==> src/sv/brl_pkg.sv <==
`default_nettype none

package brl_pkg;

  // Field widths of the framebuffer interface.
  localparam int COORD_BITS    = 12;
  localparam int ERR_BITS      = COORD_BITS + 2;
  localparam int COLOR_BITS    = 32;
  localparam int ADDR_BITS     = 32;
  localparam int PITCH_BITS    = 16;
  localparam int PROD_BITS     = COORD_BITS + PITCH_BITS;
  localparam int CFG_DATA_BITS = 32;
  localparam int CFG_IDX_BITS  = 1;

  // Reset values of the configuration registers.
  localparam logic [ADDR_BITS-1:0]  FRAME_BASE_RST = '0;
  localparam logic [PITCH_BITS-1:0] ROW_PITCH_RST  = 16'd16384;

  // Default queue depths.
  localparam int CMD_DEPTH_DEF = 4;
  localparam int OUT_DEPTH_DEF = 4;

  typedef enum logic [CFG_IDX_BITS-1:0] {
    REG_FRAME_BASE = 1'b0,
    REG_ROW_PITCH  = 1'b1
  } cfg_reg_t;

  typedef enum logic {
    ACT_LOAD = 1'b0,
    ACT_STEP = 1'b1
  } action_t;

  typedef struct packed {
    action_t                 action;
    logic [COORD_BITS-1:0]   x_start;
    logic [COORD_BITS-1:0]   y_start;
    logic [COORD_BITS-1:0]   x_end;
    logic [COORD_BITS-1:0]   y_end;
    logic [COLOR_BITS-1:0]   line_color;
  } in_item_t;

  typedef struct packed {
    logic [COORD_BITS-1:0]   pixel_x;
    logic [COORD_BITS-1:0]   pixel_y;
    logic [COLOR_BITS-1:0]   pixel_value;
    logic [ADDR_BITS-1:0]    byte_address;
    logic                    last_pixel;
  } out_item_t;

  // Classified command handed from the front end to the walker.
  typedef struct packed {
    logic                    load;
    logic                    steep;
    logic [COORD_BITS-1:0]   major_pos;
    logic [COORD_BITS-1:0]   major_stop;
    logic [COORD_BITS-1:0]   minor_pos;
    logic                    minor_down;
    logic [COORD_BITS-1:0]   major_delta;
    logic [COORD_BITS-1:0]   minor_delta;
    logic [COLOR_BITS-1:0]   color;
  } cmd_t;

endpackage

`default_nettype wire

==> src/sv/brl_fifo.sv <==
`default_nettype none

module brl_fifo #(
  parameter int WIDTH = 8,
  parameter int DEPTH = 4,
  localparam int PTR_W = (DEPTH > 1) ? $clog2(DEPTH) : 1,
  localparam int CNT_W = $clog2(DEPTH + 1)
) (
  input  wire logic             clk,
  input  wire logic             rst_n,
  input  wire logic             wr,
  input  wire logic [WIDTH-1:0] wdata,
  input  wire logic             rd,
  output logic      [WIDTH-1:0] rdata,
  output logic                  empty,
  output logic                  full,
  output logic      [CNT_W-1:0] count
);

  logic [WIDTH-1:0] mem_r [DEPTH];
  logic [PTR_W-1:0] wr_ptr_r, wr_ptr_nxt;
  logic [PTR_W-1:0] rd_ptr_r, rd_ptr_nxt;
  logic [CNT_W-1:0] count_r, count_nxt;
  logic             do_wr, do_rd;

  assign empty = (count_r == '0);
  assign full  = (count_r == CNT_W'(DEPTH));
  assign count = count_r;
  assign rdata = mem_r[rd_ptr_r];

  assign do_wr = wr & ~full;
  assign do_rd = rd & ~empty;

  // Pointer and occupancy update, with wrap at the last entry.
  always_comb begin
    wr_ptr_nxt = wr_ptr_r;
    rd_ptr_nxt = rd_ptr_r;
    count_nxt  = count_r;
    if (do_wr) begin
      wr_ptr_nxt = (wr_ptr_r == PTR_W'(DEPTH - 1)) ? '0 : wr_ptr_r + PTR_W'(1);
    end
    if (do_rd) begin
      rd_ptr_nxt = (rd_ptr_r == PTR_W'(DEPTH - 1)) ? '0 : rd_ptr_r + PTR_W'(1);
    end
    if (do_wr && !do_rd) begin
      count_nxt = count_r + CNT_W'(1);
    end else if (!do_wr && do_rd) begin
      count_nxt = count_r - CNT_W'(1);
    end
  end

  always_ff @(posedge clk) begin
    if (!rst_n) begin
      wr_ptr_r <= '0;
      rd_ptr_r <= '0;
      count_r  <= '0;
    end else begin
      wr_ptr_r <= wr_ptr_nxt;
      rd_ptr_r <= rd_ptr_nxt;
      count_r  <= count_nxt;
    end
  end

  // Storage needs no reset.
  always_ff @(posedge clk) begin
    if (do_wr) begin
      mem_r[wr_ptr_r] <= wdata;
    end
  end

endmodule

`default_nettype wire

==> src/sv/brl_front.sv <==
`default_nettype none

module brl_front
  import brl_pkg::*;
(
  input  wire logic     clk,
  input  wire logic     rst_n,
  input  wire logic     push,
  input  wire in_item_t in_item,
  output logic          full,
  input  wire logic     cmd_full,
  output logic          cmd_push,
  output cmd_t          cmd
);

  logic     hold_v_r, hold_v_nxt;
  in_item_t hold_r;
  logic     accept;

  logic [COORD_BITS-1:0] dx, dy;
  logic [COORD_BITS-1:0] a_maj, a_min, b_maj, b_min;
  logic [COORD_BITS-1:0] lo_maj, lo_min, hi_maj, hi_min;
  logic                  steep, swap;

  // The holding register takes a new transaction whenever it is empty or empties this cycle.
  assign full     = hold_v_r & cmd_full;
  assign accept   = push & ~full;
  assign cmd_push = hold_v_r & ~cmd_full;

  always_comb begin
    hold_v_nxt = hold_v_r;
    if (accept) begin
      hold_v_nxt = 1'b1;
    end else if (cmd_push) begin
      hold_v_nxt = 1'b0;
    end
  end

  always_ff @(posedge clk) begin
    if (!rst_n) begin
      hold_v_r <= 1'b0;
    end else begin
      hold_v_r <= hold_v_nxt;
    end
  end

  always_ff @(posedge clk) begin
    if (accept) begin
      hold_r <= in_item;
    end
  end

  // Line setup: pick the major axis, then order the endpoints along it.
  always_comb begin
    dx = (hold_r.x_end > hold_r.x_start) ? hold_r.x_end - hold_r.x_start
                                         : hold_r.x_start - hold_r.x_end;
    dy = (hold_r.y_end > hold_r.y_start) ? hold_r.y_end - hold_r.y_start
                                         : hold_r.y_start - hold_r.y_end;
    steep = (dy > dx);
    a_maj = steep ? hold_r.y_start : hold_r.x_start;
    a_min = steep ? hold_r.x_start : hold_r.y_start;
    b_maj = steep ? hold_r.y_end   : hold_r.x_end;
    b_min = steep ? hold_r.x_end   : hold_r.y_end;
    swap   = (a_maj > b_maj);
    lo_maj = swap ? b_maj : a_maj;
    lo_min = swap ? b_min : a_min;
    hi_maj = swap ? a_maj : b_maj;
    hi_min = swap ? a_min : b_min;

    cmd.load        = (hold_r.action == ACT_LOAD);
    cmd.steep       = steep;
    cmd.major_pos   = lo_maj;
    cmd.major_stop  = hi_maj;
    cmd.minor_pos   = lo_min;
    cmd.minor_down  = !(lo_min < hi_min);
    cmd.major_delta = steep ? dy : dx;
    cmd.minor_delta = steep ? dx : dy;
    cmd.color       = hold_r.line_color;
  end

endmodule

`default_nettype wire

==> src/sv/brl_back.sv <==
`default_nettype none

module brl_back
  import brl_pkg::*;
#(
  parameter int OUT_DEPTH = OUT_DEPTH_DEF,
  localparam int CNT_W = $clog2(OUT_DEPTH + 1)
) (
  input  wire logic                  clk,
  input  wire logic                  rst_n,
  input  wire cmd_t                  cmd,
  input  wire logic                  cmd_empty,
  output logic                       cmd_pop,
  input  wire logic [ADDR_BITS-1:0]  frame_base,
  input  wire logic [PITCH_BITS-1:0] row_pitch,
  input  wire logic [CNT_W-1:0]      out_count,
  output logic                       out_wr,
  output out_item_t                  out_item
);

  // Walker state.
  logic                         active_r, active_nxt;
  logic                         steep_r;
  logic [COORD_BITS-1:0]        maj_r, maj_nxt;
  logic [COORD_BITS-1:0]        stop_r;
  logic [COORD_BITS-1:0]        min_r, min_nxt;
  logic                         down_r;
  logic [COORD_BITS-1:0]        mdel_r;
  logic [COORD_BITS-1:0]        ndel_r;
  logic signed [ERR_BITS-1:0]   err_r, err_nxt, err_sub;
  logic [COLOR_BITS-1:0]        color_r;

  // Pixel stage between the walker and the output queue.
  logic                         s1_v_r;
  logic [COORD_BITS-1:0]        s1_px_r, s1_py_r;
  logic [COLOR_BITS-1:0]        s1_color_r;
  logic                         s1_last_r;
  logic [PROD_BITS-1:0]         s1_prod_r;

  logic                         credit_ok, emit, last;
  logic [COORD_BITS-1:0]        px, py;

  // A pixel is issued only if the output queue has room for it and for the one in flight.
  assign credit_ok = ({1'b0, out_count} + (CNT_W + 1)'(s1_v_r)) < (CNT_W + 1)'(OUT_DEPTH);
  assign cmd_pop   = ~cmd_empty & (cmd.load | ~active_r | credit_ok);
  assign emit      = cmd_pop & ~cmd.load & active_r;

  assign px   = steep_r ? min_r : maj_r;
  assign py   = steep_r ? maj_r : min_r;
  assign last = (maj_r == stop_r);

  // One Bresenham step: subtract the minor delta, and on a borrow move the minor axis.
  always_comb begin
    err_sub    = err_r - $signed({2'b00, ndel_r});
    err_nxt    = err_sub;
    min_nxt    = min_r;
    maj_nxt    = maj_r + COORD_BITS'(1);
    active_nxt = active_r & ~last;
    if (err_sub < 0) begin
      err_nxt = err_sub + $signed({2'b00, mdel_r});
      min_nxt = down_r ? min_r - COORD_BITS'(1) : min_r + COORD_BITS'(1);
    end
  end

  always_ff @(posedge clk) begin
    if (!rst_n) begin
      active_r <= 1'b0;
      s1_v_r   <= 1'b0;
    end else begin
      s1_v_r <= emit;
      if (cmd_pop && cmd.load) begin
        active_r <= 1'b1;
      end else if (emit) begin
        active_r <= active_nxt;
      end
    end
  end

  // Line state loads on a load command and advances on each emitted pixel.
  always_ff @(posedge clk) begin
    if (cmd_pop && cmd.load) begin
      steep_r <= cmd.steep;
      maj_r   <= cmd.major_pos;
      stop_r  <= cmd.major_stop;
      min_r   <= cmd.minor_pos;
      down_r  <= cmd.minor_down;
      mdel_r  <= cmd.major_delta;
      ndel_r  <= cmd.minor_delta;
      err_r   <= $signed({3'b000, cmd.major_delta[COORD_BITS-1:1]});
      color_r <= cmd.color;
    end else if (emit) begin
      maj_r <= maj_nxt;
      min_r <= min_nxt;
      err_r <= err_nxt;
    end
  end

  // Register the pixel with its row offset product.
  always_ff @(posedge clk) begin
    if (emit) begin
      s1_px_r    <= px;
      s1_py_r    <= py;
      s1_color_r <= color_r;
      s1_last_r  <= last;
      s1_prod_r  <= py * row_pitch;
    end
  end

  // Final address sum, written straight into the output queue.
  assign out_wr = s1_v_r;
  always_comb begin
    out_item.pixel_x      = s1_px_r;
    out_item.pixel_y      = s1_py_r;
    out_item.pixel_value  = s1_color_r;
    out_item.byte_address = frame_base + ADDR_BITS'(s1_prod_r)
                            + ADDR_BITS'({s1_px_r, 2'b00});
    out_item.last_pixel   = s1_last_r;
  end

endmodule

`default_nettype wire

==> src/sv/bresenham_line_rasterizer.sv <==
// Throughput: one transaction per cycle while the output queue has room; each
// pixel is one error-term add and compare in the walker, with the row multiply
// registered beside it and the address add in the next stage.
// Reset (rst_n low, synchronous): both queues empty, no line active,
// frame base 0 and row pitch 16384.
`default_nettype none

module bresenham_line_rasterizer
  import brl_pkg::*;
#(
  parameter int CMD_DEPTH = CMD_DEPTH_DEF,
  parameter int OUT_DEPTH = OUT_DEPTH_DEF
) (
  input  wire logic                     clk,
  input  wire logic                     rst_n,
  input  wire logic                     push,
  input  wire in_item_t                 in_item,
  output logic                          full,
  output logic                          empty,
  input  wire logic                     pop,
  output out_item_t                     out_item,
  input  wire logic                     cfg_we,
  input  wire logic [CFG_IDX_BITS-1:0]  cfg_index,
  input  wire logic [CFG_DATA_BITS-1:0] cfg_wdata
);

  localparam int CMD_CNT_W = $clog2(CMD_DEPTH + 1);
  localparam int OUT_CNT_W = $clog2(OUT_DEPTH + 1);

  logic [ADDR_BITS-1:0]  frame_base_r;
  logic [PITCH_BITS-1:0] row_pitch_r;

  cmd_t                  front_cmd, back_cmd;
  logic                  cmd_push, cmd_pop, cmd_full, cmd_empty;
  logic [CMD_CNT_W-1:0]  cmd_count;
  logic                  out_wr, out_full;
  logic [OUT_CNT_W-1:0]  out_count;
  out_item_t             out_wdata;

  // Configuration registers.
  always_ff @(posedge clk) begin
    if (!rst_n) begin
      frame_base_r <= FRAME_BASE_RST;
      row_pitch_r  <= ROW_PITCH_RST;
    end else if (cfg_we) begin
      case (cfg_reg_t'(cfg_index))
        REG_FRAME_BASE: frame_base_r <= cfg_wdata;
        REG_ROW_PITCH:  row_pitch_r  <= cfg_wdata[PITCH_BITS-1:0];
        default: ;
      endcase
    end
  end

  brl_front u_front (
    .clk      (clk),
    .rst_n    (rst_n),
    .push     (push),
    .in_item  (in_item),
    .full     (full),
    .cmd_full (cmd_full),
    .cmd_push (cmd_push),
    .cmd      (front_cmd)
  );

  brl_fifo #(
    .WIDTH ($bits(cmd_t)),
    .DEPTH (CMD_DEPTH)
  ) u_cmd_q (
    .clk   (clk),
    .rst_n (rst_n),
    .wr    (cmd_push),
    .wdata (front_cmd),
    .rd    (cmd_pop),
    .rdata (back_cmd),
    .empty (cmd_empty),
    .full  (cmd_full),
    .count (cmd_count)
  );

  brl_back #(
    .OUT_DEPTH (OUT_DEPTH)
  ) u_back (
    .clk        (clk),
    .rst_n      (rst_n),
    .cmd        (back_cmd),
    .cmd_empty  (cmd_empty),
    .cmd_pop    (cmd_pop),
    .frame_base (frame_base_r),
    .row_pitch  (row_pitch_r),
    .out_count  (out_count),
    .out_wr     (out_wr),
    .out_item   (out_wdata)
  );

  brl_fifo #(
    .WIDTH ($bits(out_item_t)),
    .DEPTH (OUT_DEPTH)
  ) u_out_q (
    .clk   (clk),
    .rst_n (rst_n),
    .wr    (out_wr),
    .wdata (out_wdata),
    .rd    (pop),
    .rdata (out_item),
    .empty (empty),
    .full  (out_full),
    .count (out_count)
  );

  // The walker's credit check must keep the output queue from overflowing.
  a_out_no_overflow: assert property (@(posedge clk) disable iff (!rst_n)
    !(out_wr && out_full))
    else $error("pixel written into a full output queue");

  // The front end only pushes a command when the command queue has room.
  a_cmd_no_overflow: assert property (@(posedge clk) disable iff (!rst_n)
    cmd_push |-> !cmd_full)
    else $error("command pushed into a full command queue");

  // Command queue occupancy stays within its depth.
  a_cmd_count_range: assert property (@(posedge clk) disable iff (!rst_n)
    cmd_count <= CMD_CNT_W'(CMD_DEPTH))
    else $error("command queue count out of range");

  // Reset leaves no result waiting.
  a_reset_empty: assert property (@(posedge clk) !rst_n |=> empty)
    else $error("result pending after reset");

endmodule

`default_nettype wire
==> config.mk <==
export PLATFORM = sky130hd
export DESIGN_NAME = bresenham_line_rasterizer
export DESIGN_NICKNAME = d
export VERILOG_FILES = /design/src/sv/brl_pkg.sv /design/src/sv/brl_fifo.sv /design/src/sv/brl_front.sv /design/src/sv/brl_back.sv /design/src/sv/bresenham_line_rasterizer.sv
export SDC_FILE = /design/constraint.sdc
export NUM_CORES = 2
export LEC_CHECK = 0
export BUFFER_PORTS_ARGS = -buffer_cell sky130_fd_sc_hd__buf_2
export CORE_MARGIN = 5
export CORE_UTILIZATION = 40
export CTS_BUF_LIST = sky130_fd_sc_hd__clkbuf_16
export DETAILED_ROUTE_END_ITERATION = 8
export MAX_ROUTING_LAYER = met4
export SLEW_MARGIN = 15
export SYNTH_ARGS = -nofsm -noshare
export SYNTH_HDL_FRONTEND = slang
export SYNTH_SLANG_ARGS = --single-unit
==> constraint.sdc <==
create_clock -name clk -period 7.5 [get_ports clk]
set_input_delay 1.5 -clock clk [delete_from_list [all_inputs] [get_ports clk]]
set_output_delay 1.5 -clock clk [all_outputs]
set_load 0.05 [all_outputs]
==> results.json <==
{
  "timing.hold.ws_ns": 0.413,
  "crit_slowest_cell": "edfxtp_1",
  "wl_per_cell_um": 21.0,
  "period_needed_ns": 7.87,
  "htree_levels": 3,
  "worst_slack_ns": -0.371,
  "run_status": "complete, but fails checks",
  "drt-initial-drc-count": 1930,
  "path_clk_slew_ns": 0.06,
  "drive_gt1_share_pct": 25.8,
  "drc_errors": 0,
  "antenna_found_initial": 7,
  "clock-sinks": 1079,
  "synthCells": 3507,
  "synthesis.nets": 4026,
  "clockRootBuffer": "clkbuf_16",
  "die_y_um": 371,
  "routed_wl_um": 124000,
  "dp_hpwl_um": 85600,
  "yosysTopAreaCell": "edfxtp_1",
  "netlist_area_sq_um": 52200,
  "ys_warn_count": 0,
  "hp-class": "reg2reg",
  "vdd_ir_drop_max_mv": 0.311,
  "grt_setup_unrepaired": "yes",
  "maxCapViolCount": 0,
  "top_layer_used": "met4",
  "worstSkewPairLatency_ns": 0.76,
  "p_per_area_nw_per_um2": 456,
  "p_leak_nw": 23.2,
  "synth_top_area_share_pct": 57.9,
  "met3_length_um": 5780,
  "initial_core_util_pct": 40.3,
  "synth_ff_type": "edfxtp_1",
  "synth-async-reset-ratio_pct": 0,
  "num_rows": 132,
  "cp-start-kind": "flop",
  "ys_types": 75,
  "die_w_um": 371,
  "avgViaCountPerCell": 5.09,
  "pin_count": 210,
  "cp_max_fo": 6,
  "grt_pass1_vias": 31480,
  "track_usage_pct": 18.7,
  "max_slew_margin_pct": 32.2,
  "maxSlewViolCount": 0,
  "yosys-top-cells-area": "edfxtp_1, mux4_2, fa_1",
  "fin_nets": 4574,
  "cts_hold_buf": 0,
  "violations": "negative setup slack",
  "required_ns": 7.94,
  "cts_buffers": 110,
  "synth_seq_cells": 1079,
  "grt_max_degree": 66,
  "ant_nets": 0,
  "core_sq_um": 130000,
  "setup_tns_ns": -1.48,
  "final_util_pct": 47.9,
  "dr.pass1.iters": 5,
  "wl_met1_um": 55000,
  "clock_path_buffers": 3,
  "areaGrowthSynthToFinish_pct": 18.9,
  "tightest_slew_ns": 1.02,
  "slowest_delay_ns": 0.40,
  "max_freq_mhz": 127,
  "cts_tree": "yes",
  "cpMostUsedCell": "a21o_1",
  "grt_remaining_overflow": 0,
  "port_buffers": 209,
  "route.met2.wl_um": 59100,
  "hold_violations": 0,
  "crit_arrival_ns": 8.31,
  "crit_type": "reg2reg",
  "cp-end-kind": "flop",
  "fin_skew_ns": 0.0973,
  "synth_edf_count": 1007,
  "routabilityCongestion": 0.883,
  "vias": 30004,
  "seq_area_frac_synth_pct": 60.7,
  "setup_violations": 4,
  "period_share_pct": 105,
  "dieArea_sq_um": 138000,
  "syn_avg_cell_area_sq_um": 14.9,
  "grt_pass1_wl_um": 190000
}
==> stage by stage <==
step	area, sq um	cells	setup slack (ns)	total power [mW]
finish	62100	5890	-0.371	28.4
global route	62100	5889	-0.661	30.3
CTS	61600	5866	-0.143	28.1
detailed placement	57300	5615	-0.715	21.9
global placement	57300	5615	-0.566	21.8
floorplan	52300	3507	0.0136	17.6
==> flip-flops by register name, indices dropped and copies added (netlist names), 14 cells and up, named ones only <==
register           cells
frame_base_r          32
u_back.s1_prod_r      28
u_out_q.mem_r        356
u_back.color_r        32
u_front.hold_r        49
u_back.s1_color_r     32
u_front.cmd           32
u_back.err_r          14
u_cmd_q.mem_r        380
row_pitch_r           16
==> metal layers <==
layer | track usage, % | vias to the layer above
li1 | - | 14087
met2 | 29.8 | 645
met1 | 24.6 | 15093
met5 | - | -
met4 | 6.04 | 0
met3 | 3.12 | 179
==> cells by family (layout without fill, tap and decap cells) <==
logic type | Yosys count | count (layout) | synth area share, %
buffers and inverters | 417 | 1052 | 3.03
adder cells (fa/ha/maj) | 400 | 400 | 11.9
multiplexers | 280 | 280 | 9.83
XOR/XNOR | 124 | 124 | 2.08
AND/OR/NAND/NOR | 709 | 709 | 6.33
AO/OA/AOI/OAI | 498 | 499 | 6.15
other | 0 | 5 | 0
flip-flops | 1079 | 1079 | 60.7
==> final cells by class <==
class / count / area, sq um
inverter: 279 / 1050
timing repair buffer: 573 / 4000
fill: 11246 / 67500
clock buffer: 110 / 2750
antenna: 5 / 12.5
sequential: 1079 / 31700
multi-input combinational: 2012 / 19600
tap: 1742 / 2180
clock inverter: 90 / 812
==> what timing repair did <==
action / 4_1_cts / 5_1_grt
pin swaps: 52 / 39
cloned: 3 / 1
setup buffers: 48 / 18
gates resized for setup: 86 / 67
setup endpoints to repair: 4 / 4
endpoints found under the hold margin: 0 / 0
==> Yosys cell counts (46+ instances only) <==
cell / count
clkbuf_1: 103
dfxtp_1: 72
and2_1: 80
mux2i_1: 71
nor2_1: 134
a21boi_0: 60
inv_1: 276
edfxtp_1: 1007
a21o_1: 51
fa_1: 162
o21ai_0: 77
ha_1: 238
mux4_2: 184
a21oi_1: 166
nand2_1: 309
xor2_1: 46
xnor2_1: 78
==> report_power, final <==
part	switching [mW]	internal [mW]	total, mW
Sequential	0.578	8.52	9.10
Combinational	7.86	6.09	13.9
Clock	2.31	2.99	5.31
==> worst max-delay path: cells and delay by family (launching register included) <==
family,cells,cell delay (ns)
adders and majority gates,5,1.25
DFF,1,0.40
xor gates and xnor gates,1,0.17
buffers and inverters,9,1.17
muxes,2,0.58
AOI/OAI and AO/OA,16,2.83
and+or+nand+nor,9,1.14
==> cell usage in the layout, fill, tap and decap left out, drive strengths merged, types with 7 or more instances in the layout <==
cell type / n
o21ai: 81
xnor2: 78
buf: 572
edfxtp: 1007
o31ai: 8
fa: 162
a31oi: 14
a21boi: 64
a21o: 51
nor2: 135
inv: 313
mux2i: 71
mux4: 184
a211oi: 20
nand4: 19
clkinv: 41
and2: 81
or2: 7
xor2: 46
a2111oi: 7
nor4: 11
a21oi: 167
dfxtp: 72
nor2b: 30
and3: 22
clkbuf: 111
nand2: 309
mux2: 25
bufinv: 9
nor3: 36
o21a: 18
or3: 7
o211ai: 15
nand2b: 13
nand3: 32
o21bai: 9
ha: 238
==> final timing paths <==
| path | slack, ns | cells past startpoint | start | end |
|---|---|---|---|---|
| worst max-delay path | -0.37 | 42 | u_front.hold_r[32]$_DFFE_PP_ | u_cmd_q.mem_r[1][56]$_DFFE_PP_ |
| worst min-delay path | 0.41 | 0 | u_back.color_r[24]$_DFFE_PP_ | u_back.s1_color_r[24]$_DFFE_PP_ |
| worst max register to register | -0.37 | 42 | u_front.hold_r[32]$_DFFE_PP_ | u_cmd_q.mem_r[1][56]$_DFFE_PP_ |
| worst min register to register | 0.41 | 0 | u_back.color_r[24]$_DFFE_PP_ | u_back.s1_color_r[24]$_DFFE_PP_ |
Power figures use the tool's default switching activity.
